## src/rtl/srtf_pkg.sv

```systemverilog
// shared types, codes and default sizes of the srtf task scheduler
// used by the controller, the datapath, the top level and the checker
`timescale 1ns / 1ps

package srtf_pkg;

    // default sizes
    localparam int DEF_TASK_SLOTS      = 16;
    localparam int DEF_PRIORITY_LEVELS = 8;

    // field widths
    localparam int ID_W   = 8;
    localparam int TIME_W = 16;
    localparam int PRIO_W = 4;
    localparam int TA_W   = 17;
    localparam int STAT_W = 3;

    // beat widths
    localparam int S_TDATA_W = 48;
    localparam int M_TDATA_W = 64;
    localparam int APB_AW    = 3;
    localparam int APB_DW    = 32;

    // input kind carried on s_tuser
    localparam logic CMD_ADD  = 1'b0;
    localparam logic CMD_TICK = 1'b1;

    // result status carried on m_tuser
    localparam logic [STAT_W-1:0] STATUS_ADDED    = 3'd0;
    localparam logic [STAT_W-1:0] STATUS_FULL     = 3'd1;
    localparam logic [STAT_W-1:0] STATUS_IDLE     = 3'd2;
    localparam logic [STAT_W-1:0] STATUS_RAN      = 3'd3;
    localparam logic [STAT_W-1:0] STATUS_FINISHED = 3'd4;

    // register index
    localparam logic REG_USE_PRIORITY = 1'b0;

    localparam logic [TIME_W-1:0] TIME_MAX = '1;

    // one task table entry
    typedef struct packed {
        logic [PRIO_W-1:0] priority_lvl;
        logic [TIME_W-1:0] remaining;
        logic [TIME_W-1:0] arrival;
        logic [ID_W-1:0]   task_id;
    } slot_entry_t;

    // controller to datapath
    typedef struct packed {
        logic start;
        logic scan;
        logic finish;
    } ctrl_cmd_t;

    // datapath to controller
    typedef struct packed {
        logic scan_done;
        logic out_free;
    } dp_status_t;

endpackage

```

## src/rtl/srtf_ctrl.sv

```systemverilog
// sequencing state machine of the srtf task scheduler
// depends on srtf_pkg for the command and status structs
`timescale 1ns / 1ps

module srtf_ctrl
    import srtf_pkg::*;
(
    input  logic       aclk,
    input  logic       aresetn,
    input  logic       in_valid,
    output logic       in_ready,
    input  dp_status_t dp_status,
    output ctrl_cmd_t  dp_cmd
);

    localparam logic [1:0] ST_IDLE   = 2'd0;
    localparam logic [1:0] ST_SCAN   = 2'd1;
    localparam logic [1:0] ST_FINISH = 2'd2;

    logic [1:0] state_reg;
    logic [1:0] state_next;

    always_ff @(posedge aclk) begin
        if (!aresetn) begin
            state_reg <= ST_IDLE;
        end else begin
            state_reg <= state_next;
        end
    end

    always_comb begin
        state_next    = state_reg;
        in_ready      = 1'b0;
        dp_cmd        = '0;
        case (state_reg)
            ST_IDLE: begin
                in_ready = 1'b1;
                if (in_valid) begin
                    dp_cmd.start = 1'b1;
                    state_next   = ST_SCAN;
                end
            end
            ST_SCAN: begin
                dp_cmd.scan = 1'b1;
                if (dp_status.scan_done) begin
                    state_next = ST_FINISH;
                end
            end
            ST_FINISH: begin
                // wait for the result register to drain
                if (dp_status.out_free) begin
                    dp_cmd.finish = 1'b1;
                    state_next    = ST_IDLE;
                end
            end
            default: begin
                state_next = ST_IDLE;
            end
        endcase
    end

endmodule

```

## src/rtl/srtf_datapath.sv

```systemverilog
// task table, slot scan, time counter and result register of the scheduler
// depends on srtf_pkg; driven by srtf_ctrl through ctrl_cmd_t
`timescale 1ns / 1ps

module srtf_datapath
    import srtf_pkg::*;
#(
    parameter int TASK_SLOTS      = DEF_TASK_SLOTS,
    parameter int PRIORITY_LEVELS = DEF_PRIORITY_LEVELS
) (
    input  logic              aclk,
    input  logic              aresetn,
    input  ctrl_cmd_t         dp_cmd,
    output dp_status_t        dp_status,
    input  logic              use_priority,
    input  logic              in_cmd,
    input  logic [ID_W-1:0]   in_task_id,
    input  logic [TIME_W-1:0] in_arrival,
    input  logic [TIME_W-1:0] in_burst,
    input  logic [PRIO_W-1:0] in_priority,
    input  logic              out_ready,
    output logic              out_valid,
    output logic [STAT_W-1:0] out_status,
    output logic [ID_W-1:0]   out_task_id,
    output logic [TIME_W-1:0] out_remaining,
    output logic [TA_W-1:0]   out_turnaround,
    output logic [TIME_W-1:0] out_tick_time
);

    localparam int IDX_W = $clog2(TASK_SLOTS);
    localparam int CNT_W = IDX_W + 1;
    localparam logic [CNT_W-1:0]  CNT_END  = CNT_W'(TASK_SLOTS);
    localparam logic [PRIO_W-1:0] PRIO_TOP = PRIO_W'(PRIORITY_LEVELS);

    // task table
    slot_entry_t mem [TASK_SLOTS];
    slot_entry_t rd_entry_reg;
    logic        mem_we;
    logic [IDX_W-1:0] mem_waddr;
    slot_entry_t mem_wdata;

    logic [TASK_SLOTS-1:0] slot_valid_reg;
    logic [TIME_W-1:0]     time_reg;

    // latched item
    logic              cmd_reg;
    logic [ID_W-1:0]   task_id_reg;
    logic [TIME_W-1:0] arrival_reg;
    logic [TIME_W-1:0] burst_reg;
    logic [PRIO_W-1:0] prio_reg;

    // scan
    logic [CNT_W-1:0] cnt_reg;
    logic             issue;
    logic             eval_vld_reg;
    logic [IDX_W-1:0] eval_idx_reg;
    logic             best_found_reg;
    logic [IDX_W-1:0] best_idx_reg;
    slot_entry_t      best_entry_reg;
    logic             free_found_reg;
    logic [IDX_W-1:0] free_idx_reg;
    logic             eval_ready;
    logic             eval_better;

    logic              out_valid_reg;
    logic [STAT_W-1:0] status_reg;
    logic [ID_W-1:0]   task_id_out_reg;
    logic [TIME_W-1:0] remaining_reg;
    logic [TA_W-1:0]   turnaround_reg;
    logic [TIME_W-1:0] tick_time_reg;

    logic [STAT_W-1:0] status_next;
    logic [ID_W-1:0]   task_id_out_next;
    logic [TIME_W-1:0] remaining_next;
    logic [TA_W-1:0]   turnaround_next;
    logic [PRIO_W-1:0] prio_clamped;
    logic              finishes;

    assign issue = dp_cmd.scan && (cnt_reg != CNT_END);
    assign dp_status.scan_done = (cnt_reg == CNT_END);
    assign dp_status.out_free  = !out_valid_reg || out_ready;

    // priority level clamped into 1..levels
    always_comb begin
        prio_clamped = prio_reg;
        if (prio_reg == '0) begin
            prio_clamped = PRIO_W'(1);
        end else if (prio_reg > PRIO_TOP) begin
            prio_clamped = PRIO_TOP;
        end
    end

    // candidate compare, lowest slot wins on equal keys
    always_comb begin
        eval_ready = slot_valid_reg[eval_idx_reg] && (rd_entry_reg.arrival <= time_reg);
        if (use_priority && (rd_entry_reg.priority_lvl != best_entry_reg.priority_lvl)) begin
            eval_better = rd_entry_reg.priority_lvl < best_entry_reg.priority_lvl;
        end else begin
            eval_better = rd_entry_reg.remaining < best_entry_reg.remaining;
        end
    end

    assign finishes = best_entry_reg.remaining <= TIME_W'(1);

    // write port and result values for the finishing cycle
    always_comb begin
        mem_we           = 1'b0;
        mem_waddr        = free_idx_reg;
        mem_wdata        = '{priority_lvl: prio_clamped, remaining: burst_reg,
                             arrival: arrival_reg, task_id: task_id_reg};
        status_next      = STATUS_IDLE;
        task_id_out_next = '0;
        remaining_next   = '0;
        turnaround_next  = '0;
        if (cmd_reg == CMD_ADD) begin
            mem_we      = dp_cmd.finish && free_found_reg;
            status_next = free_found_reg ? STATUS_ADDED : STATUS_FULL;
        end else if (best_found_reg) begin
            task_id_out_next = best_entry_reg.task_id;
            remaining_next   = best_entry_reg.remaining;
            if (finishes) begin
                status_next     = STATUS_FINISHED;
                turnaround_next = {1'b0, time_reg} + TA_W'(1) - {1'b0, best_entry_reg.arrival};
            end else begin
                status_next         = STATUS_RAN;
                mem_we              = dp_cmd.finish;
                mem_waddr           = best_idx_reg;
                mem_wdata           = best_entry_reg;
                mem_wdata.remaining = best_entry_reg.remaining - TIME_W'(1);
            end
        end
    end

    always_ff @(posedge aclk) begin
        if (mem_we) begin
            mem[mem_waddr] <= mem_wdata;
        end
        rd_entry_reg <= mem[cnt_reg[IDX_W-1:0]];
    end

    // latched item and scan payload
    always_ff @(posedge aclk) begin
        if (dp_cmd.start) begin
            cmd_reg     <= in_cmd;
            task_id_reg <= in_task_id;
            arrival_reg <= in_arrival;
            burst_reg   <= in_burst;
            prio_reg    <= in_priority;
        end
        eval_idx_reg <= cnt_reg[IDX_W-1:0];
        if (eval_vld_reg) begin
            if (!slot_valid_reg[eval_idx_reg] && !free_found_reg) begin
                free_idx_reg <= eval_idx_reg;
            end
            if (eval_ready && (!best_found_reg || eval_better)) begin
                best_idx_reg   <= eval_idx_reg;
                best_entry_reg <= rd_entry_reg;
            end
        end
        if (dp_cmd.finish) begin
            status_reg      <= status_next;
            task_id_out_reg <= task_id_out_next;
            remaining_reg   <= remaining_next;
            turnaround_reg  <= turnaround_next;
            tick_time_reg   <= time_reg;
        end
    end

    // control state
    always_ff @(posedge aclk) begin
        if (!aresetn) begin
            cnt_reg        <= '0;
            eval_vld_reg   <= 1'b0;
            best_found_reg <= 1'b0;
            free_found_reg <= 1'b0;
            slot_valid_reg <= '0;
            time_reg       <= '0;
            out_valid_reg  <= 1'b0;
        end else begin
            eval_vld_reg <= issue;
            if (dp_cmd.start) begin
                cnt_reg        <= '0;
                best_found_reg <= 1'b0;
                free_found_reg <= 1'b0;
            end else if (issue) begin
                cnt_reg <= cnt_reg + CNT_W'(1);
            end
            if (eval_vld_reg) begin
                if (!slot_valid_reg[eval_idx_reg]) begin
                    free_found_reg <= 1'b1;
                end
                if (eval_ready) begin
                    best_found_reg <= 1'b1;
                end
            end
            if (dp_cmd.finish) begin
                out_valid_reg <= 1'b1;
            end else if (out_valid_reg && out_ready) begin
                out_valid_reg <= 1'b0;
            end
            if (dp_cmd.finish) begin
                if (cmd_reg == CMD_ADD) begin
                    if (free_found_reg) begin
                        slot_valid_reg[free_idx_reg] <= 1'b1;
                    end
                end else begin
                    if (best_found_reg && finishes) begin
                        slot_valid_reg[best_idx_reg] <= 1'b0;
                    end
                    if (time_reg != TIME_MAX) begin
                        time_reg <= time_reg + TIME_W'(1);
                    end
                end
            end
        end
    end

    assign out_valid      = out_valid_reg;
    assign out_status     = status_reg;
    assign out_task_id    = task_id_out_reg;
    assign out_remaining  = remaining_reg;
    assign out_turnaround = turnaround_reg;
    assign out_tick_time  = tick_time_reg;

endmodule

```

## src/rtl/srtf_task_scheduler_unit.sv

```systemverilog
// top level of the shortest-remaining-time-first task scheduler
// depends on srtf_pkg, srtf_ctrl and srtf_datapath
`timescale 1ns / 1ps

// usage
// - input stream s_*: one beat is either a task add (s_tuser low) or a
//   scheduler tick (s_tuser high); add beats carry id, arrival, burst, level
// - result stream m_*: exactly one beat per input beat, status on m_tuser
// - apb port: one register, use_priority at byte address 0, to be written only
//   while the block is idle; the block itself does not enforce this
// - every beat, add or tick, walks the whole task table one slot a cycle
//   through the single read port of the table memory
// - after acceptance the block scans the whole table, then in its finish state
//   loads the result register that drives m_tvalid
// - one beat at a time: the next beat is taken only once the previous one is
//   finished, while its result may still sit in the output register
// - a stalled receiver holds the result register; the block then waits in
//   its finish cycle until that register drains, nothing is lost
// - reset empties the table, clears time to zero and use_priority to 0;
//   no clearing pass is needed, slot valid bits sit in flip-flops
// - tick time advances after each tick beat and saturates at 65535

module srtf_task_scheduler_unit
    import srtf_pkg::*;
#(
    parameter int TASK_SLOTS      = DEF_TASK_SLOTS,
    parameter int PRIORITY_LEVELS = DEF_PRIORITY_LEVELS
) (
    input  logic                 aclk,
    input  logic                 aresetn,
    // input beats
    input  logic                 s_tvalid,
    output logic                 s_tready,
    input  logic [S_TDATA_W-1:0] s_tdata,  // task_id, arrival_time, burst_time, priority_req
    input  logic                 s_tuser,  // cmd
    // result beats
    output logic                 m_tvalid,
    input  logic                 m_tready,
    output logic [M_TDATA_W-1:0] m_tdata,  // ran_task_id, remaining_before, turnaround, tick_time
    output logic [STAT_W-1:0]    m_tuser,  // status
    // configuration
    input  logic                 psel,
    input  logic                 penable,
    input  logic                 pwrite,
    input  logic [APB_AW-1:0]    paddr,
    input  logic [APB_DW-1:0]    pwdata,
    output logic [APB_DW-1:0]    prdata,
    output logic                 pready
);

    ctrl_cmd_t  dp_cmd;
    dp_status_t dp_status;

    logic use_priority_reg;

    logic [STAT_W-1:0] out_status;
    logic [ID_W-1:0]   out_task_id;
    logic [TIME_W-1:0] out_remaining;
    logic [TA_W-1:0]   out_turnaround;
    logic [TIME_W-1:0] out_tick_time;

    // register file: index is the word address
    assign pready = 1'b1;

    always_ff @(posedge aclk) begin
        if (!aresetn) begin
            use_priority_reg <= 1'b0;
        end else if (psel && penable && pwrite && (paddr[2] == REG_USE_PRIORITY)) begin
            use_priority_reg <= pwdata[0];
        end
    end

    always_comb begin
        prdata = '0;
        if (paddr[2] == REG_USE_PRIORITY) begin
            prdata[0] = use_priority_reg;
        end
    end

    srtf_ctrl u_ctrl (
        .aclk      (aclk),
        .aresetn   (aresetn),
        .in_valid  (s_tvalid),
        .in_ready  (s_tready),
        .dp_status (dp_status),
        .dp_cmd    (dp_cmd)
    );

    srtf_datapath #(
        .TASK_SLOTS      (TASK_SLOTS),
        .PRIORITY_LEVELS (PRIORITY_LEVELS)
    ) u_datapath (
        .aclk           (aclk),
        .aresetn        (aresetn),
        .dp_cmd         (dp_cmd),
        .dp_status      (dp_status),
        .use_priority   (use_priority_reg),
        .in_cmd         (s_tuser),
        .in_task_id     (s_tdata[7:0]),
        .in_arrival     (s_tdata[23:8]),
        .in_burst       (s_tdata[39:24]),
        .in_priority    (s_tdata[43:40]),
        .out_ready      (m_tready),
        .out_valid      (m_tvalid),
        .out_status     (out_status),
        .out_task_id    (out_task_id),
        .out_remaining  (out_remaining),
        .out_turnaround (out_turnaround),
        .out_tick_time  (out_tick_time)
    );

    // result beat packing, padding bits held at zero
    assign m_tuser = out_status;
    assign m_tdata = {7'd0, out_tick_time, out_turnaround, out_remaining, out_task_id};

endmodule

```

## config.mk

```make
export PLATFORM = sky130hd
export DESIGN_NAME = srtf_task_scheduler_unit
export DESIGN_NICKNAME = d
export VERILOG_FILES = /design/src/rtl/srtf_pkg.sv /design/src/rtl/srtf_ctrl.sv /design/src/rtl/srtf_datapath.sv /design/src/rtl/srtf_task_scheduler_unit.sv
export SDC_FILE = /design/constraint.sdc
export NUM_CORES = 1
export LEC_CHECK = 0
export BUFFER_PORTS_ARGS = -buffer_cell sky130_fd_sc_hd__buf_2
export CORE_UTILIZATION = 60
export DETAILED_ROUTE_END_ITERATION = 12
export GPL_ROUTABILITY_DRIVEN = 0
export GPL_TIMING_DRIVEN = 0
export MAX_ROUTING_LAYER = met4
export PLACE_DENSITY = 0.85
export SLEW_MARGIN = 20
export SYNTH_ARGS = -nofsm -noshare
export SYNTH_HDL_FRONTEND = slang
export SYNTH_SLANG_ARGS = --single-unit
export TNS_END_PERCENT = 30
```

## constraint.sdc

```tcl
create_clock -name aclk -period 6.35 [get_ports aclk]
set_clock_uncertainty 0.15 [all_clocks]
set_input_delay 1.27 -clock aclk [delete_from_list [all_inputs] [get_ports aclk]]
set_output_delay 1.27 -clock aclk [all_outputs]
set_load 0.03 [all_outputs]
```

# Word level (Yosys, flattened, before mapping)
# Memories as Yosys holds them, arrays and structs flattened. A register that Yosys moved wholly into a read port is not among the register bits.
# Cells that the tools add are included.
[word_totals]
register_bits = 205
ram_bits = 704
output_inout_bits = 102
wordCells = 134
memories = 1
[mem_list]
columns = ["memory", "words", "word_bits", "read_ports", "rd_ports_with_merged_regs", "wr", "line_no", "rtl"]
rows = [
  ["u_datapath.mem", 16, 44, 1, 1, 1, "srtf_datapath.sv:36", "slot_entry_t mem [TASK_SLOTS];"],
]
[op_classes]
addsub = 5
order_cmp = 10
n_eq_ne = 10
mux = 46
bitwise = 5
n_reduce_logical = 31
[op_table]
columns = ["cell", "count"]
rows = [
  ["$mux 44", 3],
  ["$mux 16", 3],
  ["$mux 1", 25],
  ["$mux 4", 5],
  ["$add 16x1->17 const B", 1],
  ["$sub 17x16->17", 1],
  ["$add 16x1->16 const B", 1],
  ["$and 16x16->16", 1],
  ["$le 16x1->1 const B", 1],
  ["$le 16x16->1", 1],
  ["$lt 16x16->1", 1],
  ["$ne 16x16->1 const B", 1],
  ["$not 16->16", 1],
  ["$or 16x16->16", 1],
  ["$sub 16x1->16 const B", 1],
  ["$lt 4x5->1 const B", 3],
  ["$logic_and 1x1->1", 13],
  ["$reduce_and 3->1", 4],
  ["$mux 3", 3],
  ["$demux 1 s4", 2],
  ["$ge 4x1->1 const B", 2],
  ["$ne 2x2->1 const B", 4],
  ["$mux 2", 3],
  ["$pmux 2 s3", 1],
  ["other kinds (17)", 25],
]

# Depth between registers and ports, before layout
[depth]
depth_word = 9
mapped_depth = 13

# Cells and area by module
# From an unflattened synthesis, not the netlist that was laid out.
[hier_totals]
hier_cells = 1954
hier_area_um2 = 37484.7
[by_module_without_submodules]
columns = ["module", "n_inst", "cells_per_inst", "area_per_inst_um2", "seq_area_each_um2"]
rows = [
  ["srtf_datapath", 1, 1894, 37004.2, 27636.5],
  ["srtf_task_scheduler_unit", 1, 47, 367.9, 20.0],
  ["srtf_ctrl", 1, 13, 112.6, 40.0],
]

# Worst setup path before layout
# Ideal clock, no wire load.
[synth_timing]
path_kind = "reg-to-reg"
start = "register u_datapath.time_reg[1]"
end = "register u_datapath.best_entry_reg[0] (netlist name), enable pin"
setup_ns = 0.541
arrival_ns = 5.114
path_slack_ns = 0.545
path_stages_with_launch = 9
n_path_buf = 0
synth_period_minus_slack_ns = 5.805
path_cell_list = "dfxtp_1 > inv_1 > ha_1 > nor2b_1 > o211ai_1 > a21oi_1 > o31ai_1 > a21oi_1 > a311oi_1"
[synth_via]
elab_chain_len = 4
[synth_rtl]
columns = ["item", "line_no", "rtl"]
rows = [
  ["start, declared", "srtf_datapath.sv:43", "logic [TIME_W-1:0] time_reg;"],
  ["start signal, assigned", "srtf_datapath.sv:211", "time_reg <= time_reg + TIME_W'(1);"],
  ["$le 16x16->1", "srtf_datapath.sv:95", "eval_ready = slot_valid_reg[eval_idx_reg] && (rd_entry_reg.arrival <= time_reg);"],
  ["$logic_and 1x1->1", "srtf_datapath.sv:95", ""],
  ["$logic_and 1x1->1", "srtf_datapath.sv:155", "if (eval_ready && (!best_found_reg || eval_better)) begin"],
  ["$reduce_and 2->1 (no source line)", "-", ""],
  ["end signal, assigned", "srtf_datapath.sv:157", "best_entry_reg <= rd_entry_reg;"],
  ["end, declared", "srtf_datapath.sv:59", "slot_entry_t best_entry_reg;"],
]
# Every way passes these cells.
# A chain may end at the register's enable or synchronous reset.

# Worst setup path in the final report
[layout_timing]
start = "register u_datapath.cnt_reg[1]"
end = "register u_datapath.cnt_reg[3]"
[layout_via]
elab_chain_len = 2
[layout_rtl]
columns = ["item", "line_no", "rtl"]
rows = [
  ["start, declared", "srtf_datapath.sv:53", "logic [CNT_W-1:0] cnt_reg;"],
  ["start signal, assigned", "srtf_datapath.sv:186", "cnt_reg <= cnt_reg + CNT_W'(1);"],
  ["branches (longest 2 deep; another with $add 5x1->5)", "-", ""],
]
# Several ways; the timed one is not identified.

==> impl_metrics.ini <==
[logic_synthesis]
yosys_most_used_dff = edfxtp_1
synth_top_area_frac = 0.692
yosys.area_share.simple = 0.0402
synth.distinct_cells = 63
synth_common_cells = 861 x edfxtp_1, 225 x mux4_2, 97 x nand2_1
synth_xor_area_frac = 0.00914
synth_mux_area_frac = 0.136
synth_top_family_by_area = multiplexers
async_reset_ff_frac = 0
ys_ff_latch = 953
synth_largest_area_cell = edfxtp_1
synth.most_common_cell = edfxtp_1
netlist_top_cells_area = edfxtp_1 69%, mux4_2 14%, dfxtp_1 4.9%
synth_area_um2 = 37400
synth_adder_area_share = 0.0243
synth-compound-area-share = 0.0247
ys_seq_area_frac = 0.742
avgSynthCellArea_um2 = 19.3
ys_warn_count = 0
synth-edff-count = 861
syn_inst = 1931

[worst_hold_path]
hold_class = register to register

[worst_setup_path]
required_ns = 6.74
critPathCaptureType = register
path_class = register to register
critPathLaunchType = register
critPathMaxFanout = 10
critical_path_arrival_ns = 5.01

[clock_tree]
cts_resized = 0
cts_tree = built
postCtsHoldBufs = 0
numCtsBuffers = 93
htreeDepth = 3
cts-root-buf = clkbuf_16
clock_sinks = 953
cts_setup_buffers = 0
cts_buffer_depth = 3
path_clk_slew_ns = 0.06
insertion_delay_ns = 0.68

[sta]
rsz0062_at_grt = false
relSlewSlack = 0.151
hold_violations = 0
min_period_ns = 4.62
final_max_slew_viol_count = 0
timing.fmax_mhz = 217
worst_pin_slew_ns = 1.27
fin_crit_sh = 0.727
finalSetupViolCount = 0

[floorplan]
die_w_um = 252
core-area_um2 = 61600
start_util = 0.606
die_h_um = 252
die_area_um2 = 63300
io_pins = 193
rows = 91

[detailed_routing]
drt_first_pass_iters = 6
drtIter0Drc = 3480
vias = 21200
drc = 0
wl_per_cell_um = 31.9
ant_nets = 0
wirelength_um = 100000
viasPerCell = 6.76

[global_route]
grtUsageTotal = 0.333
grt_pass1_vias = 21600
overflow = 0
antenna_found_initial = 0
grt_max_degree = 47
grt_pass1_wl_um = 144000

[outcome]
outcome = finished, final reports clean

[layout]
fin_cells = 3144
final_nets = 2389
syn2layout_area_growth_pct = 16.5
seqCellArea_um2 = 27700
largest_reg_flops = 704
fillers = 3319
utilization = 0.706
multi_input_area_um2 = 9090
drive_gt1_frac = 0.280

[power]
p_leak_nw = 14.7
p_sw_frac = 0.210
power_density_nw_per_um2 = 301
clockPowerShare = 0.439
vdd_drop_max_v = 0.000208
p_comb_frac = 0.036
pwr-share-seq = 0.525
netSwitchingPower_w = 0.00276
internal_power_w = 0.0104

[placed_design]
portBuffers = 116
dp_hpwl_um = 60100
dp_cells = 2964

[flow_run]
drv_cap = 0
==> worst paths after layout <==
path / start / end / slack [ns] / cells past startpoint
setup / recovery: u_datapath.cnt_reg[1] / u_datapath.cnt_reg[3] / 1.73 / 11
hold / removal: u_datapath.cnt_reg[1] / u_datapath.eval_idx_reg[1] / 0.25 / 0
setup reg to reg: u_datapath.cnt_reg[1] / u_datapath.cnt_reg[3] / 1.73 / 11
hold reg to reg: u_datapath.cnt_reg[1] / u_datapath.eval_idx_reg[1] / 0.25 / 0
==> logic make-up (layout without fill, tap and decap cells) <==
kind of cell	Yosys count	count (layout)
xor gates and xnor gates	39	39
and+or+nand+nor	310	310
buffers and inverters	178	516
muxes	228	228
AOI/OAI and AO/OA	149	149
other	2	40
DFF	953	953
adders and majority gates	72	72
==> power by group through the flow <==
stage / registers (W) / clock network (W) / logic (W)
2_1_floorplan: 0.00701 / 0 / 0.000308
3_3_place_gp: 0.00702 / 0 / 0.000410
3_5_place_dp: 0.00702 / 0 / 0.000444
4_1_cts: 0.00688 / 0.00576 / 0.000460
5_1_grt: 0.00688 / 0.00599 / 0.000489
6_report: 0.00689 / 0.00576 / 0.000469
==> metal layers <==
metal,wire length [um],GRT usage,share of wire
met1,32400,0.401,0.32
met2,49700,0.539,0.50
met3,12700,0.0717,0.13
met4,5360,0.158,0.053
met5,0,-,0
==> final cells by class <==
type,instances,share of cell area
inverter,65,0.00572
clock buffer,122,0.0588
multi-input combinational,837,0.209
clock inverter,53,0.0146
sequential,953,0.637
antenna,1,0.0000575
tap,837,0.0241
timing repair buffer,163,0.0365
buffer,113,0.0146
==> critical path: stages (launching register included) <==
cell      delay (ns)
dfxtp_1         0.38
clkbuf_1        0.46
clkbuf_1        0.73
buf_1           0.81
inv_1           0.17
ha_1            0.28
nand2_1         0.10
nor3_1          0.13
nor3b_2         0.64
nand4_1         0.26
xor2_1          0.28
nor2_1          0.09
==> cell usage in the layout, fill, tap and decap left out, types with 28 or more instances in the layout <==
master,synthesis,final
ha_1,71,71
mux4_2,225,225
edfxtp_1,861,861
o21ai_0,61,28
dfxtp_1,92,92
buf_4,42,46
inv_1,65,63
o21ai_1,0,28
buf_2,22,139
xnor2_1,29,29
a21oi_1,33,33
nor2_1,86,70
conb_1,2,39
nand2_1,97,97
clkbuf_16,0,94
clkbuf_1,41,59
==> stage by stage <==
| stage | TNS (ns) | setup slack [ns] | instance area [um2] | hold slack [ns] | total power [W] |
|---|---|---|---|---|---|
| after floorplan | 0 | 0.545 | 37500 | 0.200 | 0.00731 |
| after global placement | -714.94 | -3.25 | 39100 | 0.218 | 0.00743 |
| after detailed placement | 0 | 1.84 | 40200 | 0.236 | 0.00746 |
| after CTS | 0 | 1.48 | 43400 | 0.245 | 0.0131 |
| after global routing | 0 | 1.79 | 43500 | 0.253 | 0.0134 |
| final | 0 | 1.73 | 43500 | 0.252 | 0.0131 |
Note: power is estimated with default switching activity, not from simulation.
